===== src/hdl/fpsd_pkg.sv =====
// fpsd_pkg: shared types and constants of the fir power spike detector
// no dependencies
`timescale 1ns / 1ps
package fpsd_pkg;
    localparam int MAX_TAPS_DEF    = 64;
    localparam int CHANNELS_DEF    = 4;
    localparam int SAMPLE_BITS_DEF = 16;
    localparam int IN_CH           = 4;
    localparam int COEF_BITS       = 16;
    localparam int FILT_BITS       = 16;
    localparam int THR_BITS        = 32;
    localparam int POS_BITS        = 32;
    localparam int PWR_BITS        = 17;
    localparam int CFG_IDX_BITS    = 2;
    localparam int CFG_DATA_BITS   = 16;
    localparam int ACC_BITS        = 48;
    localparam int SS_BITS         = 34;
    localparam int FILT_SHIFT      = 5;

    localparam logic [1:0] CMD_SAMPLE = 2'd0;
    localparam logic [1:0] CMD_COEF   = 2'd1;
    localparam logic [1:0] CMD_THRESH = 2'd2;
    localparam logic [1:0] CMD_UNUSED = 2'd3;

    localparam logic [CFG_IDX_BITS-1:0] REG_TAP_COUNT  = 2'd0;
    localparam logic [CFG_IDX_BITS-1:0] REG_REFRACTORY = 2'd1;
    localparam logic [CFG_IDX_BITS-1:0] REG_CH_ENABLE  = 2'd2;

    typedef struct packed {
        logic [1:0]  command;
        logic [15:0] sample_ch0;
        logic [15:0] sample_ch1;
        logic [15:0] sample_ch2;
        logic [15:0] sample_ch3;
        logic [5:0]  entry_index;
        logic [15:0] coef_value;
        logic [31:0] threshold_value;
    } req_t;

    typedef struct packed {
        logic        center_valid;
        logic        spike;
        logic [31:0] spike_position;
        logic [16:0] power_ch0;
        logic [16:0] power_ch1;
        logic [16:0] power_ch2;
        logic [16:0] power_ch3;
    } rsp_t;

    // sqrt unit handshake
    typedef struct packed {
        logic start;
    } sqrt_ctl_t;

    typedef struct packed {
        logic busy;
        logic done;
    } sqrt_sts_t;
endpackage


===== src/hdl/fpsd_sqrt.sv =====
// fpsd_sqrt: iterative floor square root, two result bits per step pair
// depends on fpsd_pkg
`timescale 1ns / 1ps
module fpsd_sqrt
    import fpsd_pkg::*;
(
    input  logic                clk,
    input  logic                rst_n,
    input  sqrt_ctl_t           ctl,
    input  logic [SS_BITS-1:0]  radicand,
    output sqrt_sts_t           sts,
    output logic [PWR_BITS-1:0] root
);
    localparam int STEPS = SS_BITS / 2;
    localparam int SW    = $clog2(STEPS + 1);

    logic [SS_BITS-1:0]  x_reg, x_next;
    logic [SS_BITS-1:0]  r_reg, r_next;
    logic [SS_BITS-1:0]  bit_reg, bit_next;
    logic [SW-1:0]       cnt_reg, cnt_next;
    logic                busy_reg, busy_next;
    logic                done_reg, done_next;
    logic [SS_BITS-1:0]  trial;

    assign trial = r_reg + bit_reg;

    always_comb
    begin
        x_next = x_reg;
        r_next = r_reg;
        bit_next = bit_reg;
        cnt_next = cnt_reg;
        busy_next = busy_reg;
        done_next = 1'b0;
        if (ctl.start)
        begin
            x_next = radicand;
            r_next = '0;
            bit_next = {2'b01, {(SS_BITS-2){1'b0}}};
            cnt_next = SW'(STEPS);
            busy_next = 1'b1;
        end
        else if (busy_reg)
        begin
            if (x_reg >= trial)
            begin
                x_next = x_reg - trial;
                r_next = (r_reg >> 1) + bit_reg;
            end
            else
            begin
                r_next = r_reg >> 1;
            end
            bit_next = bit_reg >> 2;
            cnt_next = cnt_reg - 1'b1;
            if (cnt_reg == SW'(1))
            begin
                busy_next = 1'b0;
                done_next = 1'b1;
            end
        end
    end

    always_ff @(posedge clk or negedge rst_n)
    begin
        if (!rst_n)
        begin
            busy_reg <= 1'b0;
            done_reg <= 1'b0;
            cnt_reg <= '0;
        end
        else
        begin
            busy_reg <= busy_next;
            done_reg <= done_next;
            cnt_reg <= cnt_next;
        end
    end

    always_ff @(posedge clk)
    begin
        x_reg <= x_next;
        r_reg <= r_next;
        bit_reg <= bit_next;
    end

    assign sts.busy = busy_reg;
    assign sts.done = done_reg;
    assign root = r_reg[PWR_BITS-1:0];
endmodule


===== config.mk =====
export PLATFORM = sky130hd
export DESIGN_NAME = fpsd_sqrt
export DESIGN_NICKNAME = d
export VERILOG_FILES = /design/src/hdl/fpsd_pkg.sv /design/src/hdl/fpsd_sqrt.sv
export SDC_FILE = /design/constraint.sdc
export NUM_CORES = 1
export LEC_CHECK = 0
export ABC_CLOCK_PERIOD_IN_PS = 12900
export BUFFER_PORTS_ARGS = -buffer_cell sky130_fd_sc_hd__buf_2
export CAP_MARGIN = 20
export CORE_MARGIN = 5
export CORE_UTILIZATION = 60
export DETAILED_ROUTE_END_ITERATION = 8
export PLACE_DENSITY = 0.79
export SYNTH_ARGS = -nofsm -noshare
export SYNTH_HDL_FRONTEND = slang
export SYNTH_SLANG_ARGS = --single-unit

===== constraint.sdc =====
create_clock -name clk -period 12.9 [get_ports clk]
set_clock_uncertainty 0.15 [all_clocks]
set_input_delay 3.225 -clock clk [delete_from_list [all_inputs] [get_ports clk]]
set_output_delay 3.225 -clock clk [all_outputs]
set_load 0.005 [all_outputs]

==> impl_metrics.ini <==
[logic_synthesis]
yosysMostFrequentCell = nand2_1
synth.top_cells.by_count = nand2_1 (104), nor2_1 (101), ha_1 (72), o21ai_0 (69), dfxtp_1 (51)
synth_fp_nets = 1049
synth-seq-area-share_pct = 28.88
yosysTopAreaCell = dfxtp_1
synth_seq_cells = 92
synth_area_sq_um = 7677
yosys_most_used_dff = dfxtp_1
synth_edf_count = 34
ys_types = 69
synth.avg_cell_area_sq_um = 8.176
synth_top_cell_area_share_pct = 13.30
async_reset_ff_share_pct = 7.609
syn_inst = 939
synthTopCellsByArea = dfxtp_1 (13%), edfxtp_1 (13%), ha_1 (12%), nand2_1 (5.1%), nor2_1 (4.9%)
ys.warnings.count = 0

[routing]
met1Wirelength_mm = 8.073
wl_met3_um = 783
ant_nets = 0
drt_iter0_drc = 568
routed_wl_mm = 17.72
top_layer = met4
wl_met2_mm = 8.419
vias = 6804
drtPass1Iterations = 5
viasPerCell = 6.064
drt-wirelength-per-cell_um = 15.80
drc = 0

[cts]
clock_latency_ps = 350
post_cts_buffers = 0
clockBufferDepth = 2
numCtsBuffers = 9
hold_buffers = 0
h-tree-depth = 3
cts_resized = 0
cts_root_buffer = clkbuf_16
cts_sinks = 92
clk_pin_slew_ps = 70
tritoncts = built

[sta]
relSlewSlack_pct = 40.10
fin_crit_ps = 5694
drv_slew = 0
fmax_ghz = 0.1756
whs_ps = 359.6
worst_slew_pin_slew_ps = 898.5
setup_viol = 0
fin_crit_sh_pct = 44.14
rsz0062_at_grt = false
hold_violations = 0
setup-tns-final_ps = 0

[die]
die_h_um = 123.1
die_w_um = 123.1
core_area_sq_um = 12570
die-area_sq_um = 15160
ios = 56
rows = 41
initial_core_util_pct = 61.09

[power]
peakVddDrop_mv = 0.1421
power_density_nw_per_um2 = 240.2
total_leakage_power_uw = 0.003418

[final_layout]
multi_input_area_sq_um = 5014
antenna_cells = 0
seq_area_sq_um = 2218
final_layout_size_suffix_gt1_share_pct = 9.474
fillCellCount = 1091
area_growth_pct = 6.193
fin_cells = 1122
layout.nets = 1055

[critical_path]
worst_r2r_startpoint = r_reg[2]$_SDFFE_PP0P_
worstPathArrival_ps = 5540
path_max_fanout = 34
required_ps = 12750
crit_type = flip-flop to flip-flop
crit-reg2reg-capture = x_reg[22]$_DFFE_PP_
rr_worst_depth = 20
start_kind = flip-flop
r2r_slack_ps = 7210
endpoint_kind = flip-flop

[hold_path]
whs_path_depth = 2
min_path_type = flip-flop to flip-flop
holdPathEnd = r_reg[0]$_SDFFE_PP0P_
min_from = r_reg[0]$_SDFFE_PP0P_

[global_routing]
grt_max_degree = 101
grt_pass1_vias = 6148
grt_overflow = 0
grt_usage_pct = 23.76
antenna_found_initial = 0
grt_first_pass_wirelength_mm = 29.07

[placement]
io_buffer_count = 55
dp_hpwl_mm = 12.72
dp.cells = 1106
place.gp.congestion = 0.9504

[flow_run]
drv_cap = 0

[outcome]
status = complete, no violations
stage by stage:
| step | power [uW] | worst slack [ps] | instance area, sq um | utilization, % |
|---|---|---|---|---|
| 6_report | 1958 | 7206 | 8153 | 64.87 |
| 5_1_grt | 2122 | 6722 | 8153 | 64.87 |
| 4_1_cts | 1952 | 7234 | 8153 | 64.87 |
| 3_5_place_dp | 1682 | 7282 | 7868 | 62.60 |
| 3_3_place_gp | 1667 | 7455 | 7868 | 62.60 |
| 2_1_floorplan | 1459 | 7495 | 7677 | - |
critical path, stage by stage, from the launching register on:
cell      delay [ps]
dfxtp_1          440
ha_1             300
a31oi_1          300
o21bai_1         140
a31oi_1          360
o21ai_1          210
a21o_1           230
o21ai_1          230
o21ai_0          250
a21oi_1          220
xor2_1            90
ha_1             430
nand4_1          190
nor4_1           400
a41o_1           220
a221o_1          150
a21oi_1           80
o21ai_1           80
buf_4            280
a21o_1           160
buf_4            410
logic make-up after synthesis:
| family | after synthesis | synth area share, % |
|---|---|---|
| flip-flops | 92 | 28.88 |
| buffers and inverters | 93 | 5.818 |
| adder cells (fa/ha/maj) | 73 | 11.99 |
| multiplexers | 19 | 2.493 |
| AO/OA/AOI/OAI | 279 | 24.12 |
| AND/OR/NAND/NOR | 311 | 18.48 |
| XOR/XNOR | 72 | 8.214 |
metal layers:
layer	global-route usage [%]	vias to the layer above
met5	0	-
met4	9.619	0
met3	3.065	30
met2	40.11	162
met1	30.86	3164
li1	-	3448
where the power goes:
group	switching [uW]	internal, uW	total (uW)	leakage [uW]
Clock	118	143	261	0.000144
Sequential	85.9	430	516	0.000852
Combinational	690	492	1180	0.00242
Total	893	1070	1960	0.00342
cells in the final DEF, fill, tap and decap left out, drive strengths merged, types with 10 or more instances in the layout:
master  Yosys  routed
nor2b      10      10
a21oi      48      48
xor2       35      35
nor2      101     101
o21bai     10      10
a211oi     18      18
o21a       10      10
dfxtp      51      51
or3        13      13
edfxtp     34      34
buf        34      60
nor3       17      17
a31oi      23      23
nand3      12      12
clkbuf     31      12
mux2i      18      18
a21o       25      25
ha         72      72
inv        28      31
nand2     104     104
xnor2      37      37
nand4      15      15
a311oi     17      17
o21ai      73      73
worst max-delay path by stage:
stage                                      from                  end  cells past startpoint
after floorplan           r_reg[0]$_SDFFE_PP0P_   x_reg[0]$_DFFE_PP_                     21
after global placement    r_reg[0]$_SDFFE_PP0P_  x_reg[29]$_DFFE_PP_                     21
after detailed placement  r_reg[2]$_SDFFE_PP0P_  x_reg[26]$_DFFE_PP_                     20
after CTS                 r_reg[2]$_SDFFE_PP0P_  x_reg[22]$_DFFE_PP_                     20
after global routing      r_reg[2]$_SDFFE_PP0P_  x_reg[30]$_DFFE_PP_                     20
final                     r_reg[2]$_SDFFE_PP0P_  x_reg[22]$_DFFE_PP_                     20
area by class of cell:
class                           count  share of cell area, %
Timing Repair Buffer               60                  3.867
Multi-Input combinational cell    754                  61.49
Inverter                           28                  1.289
Sequential cell                    92                  27.21
Clock buffer                       12                  3.146
Tap cell                          172                  2.640
Clock inverter                      4                 0.3530
No activity file was read; power rests on OpenSTA's default activity.
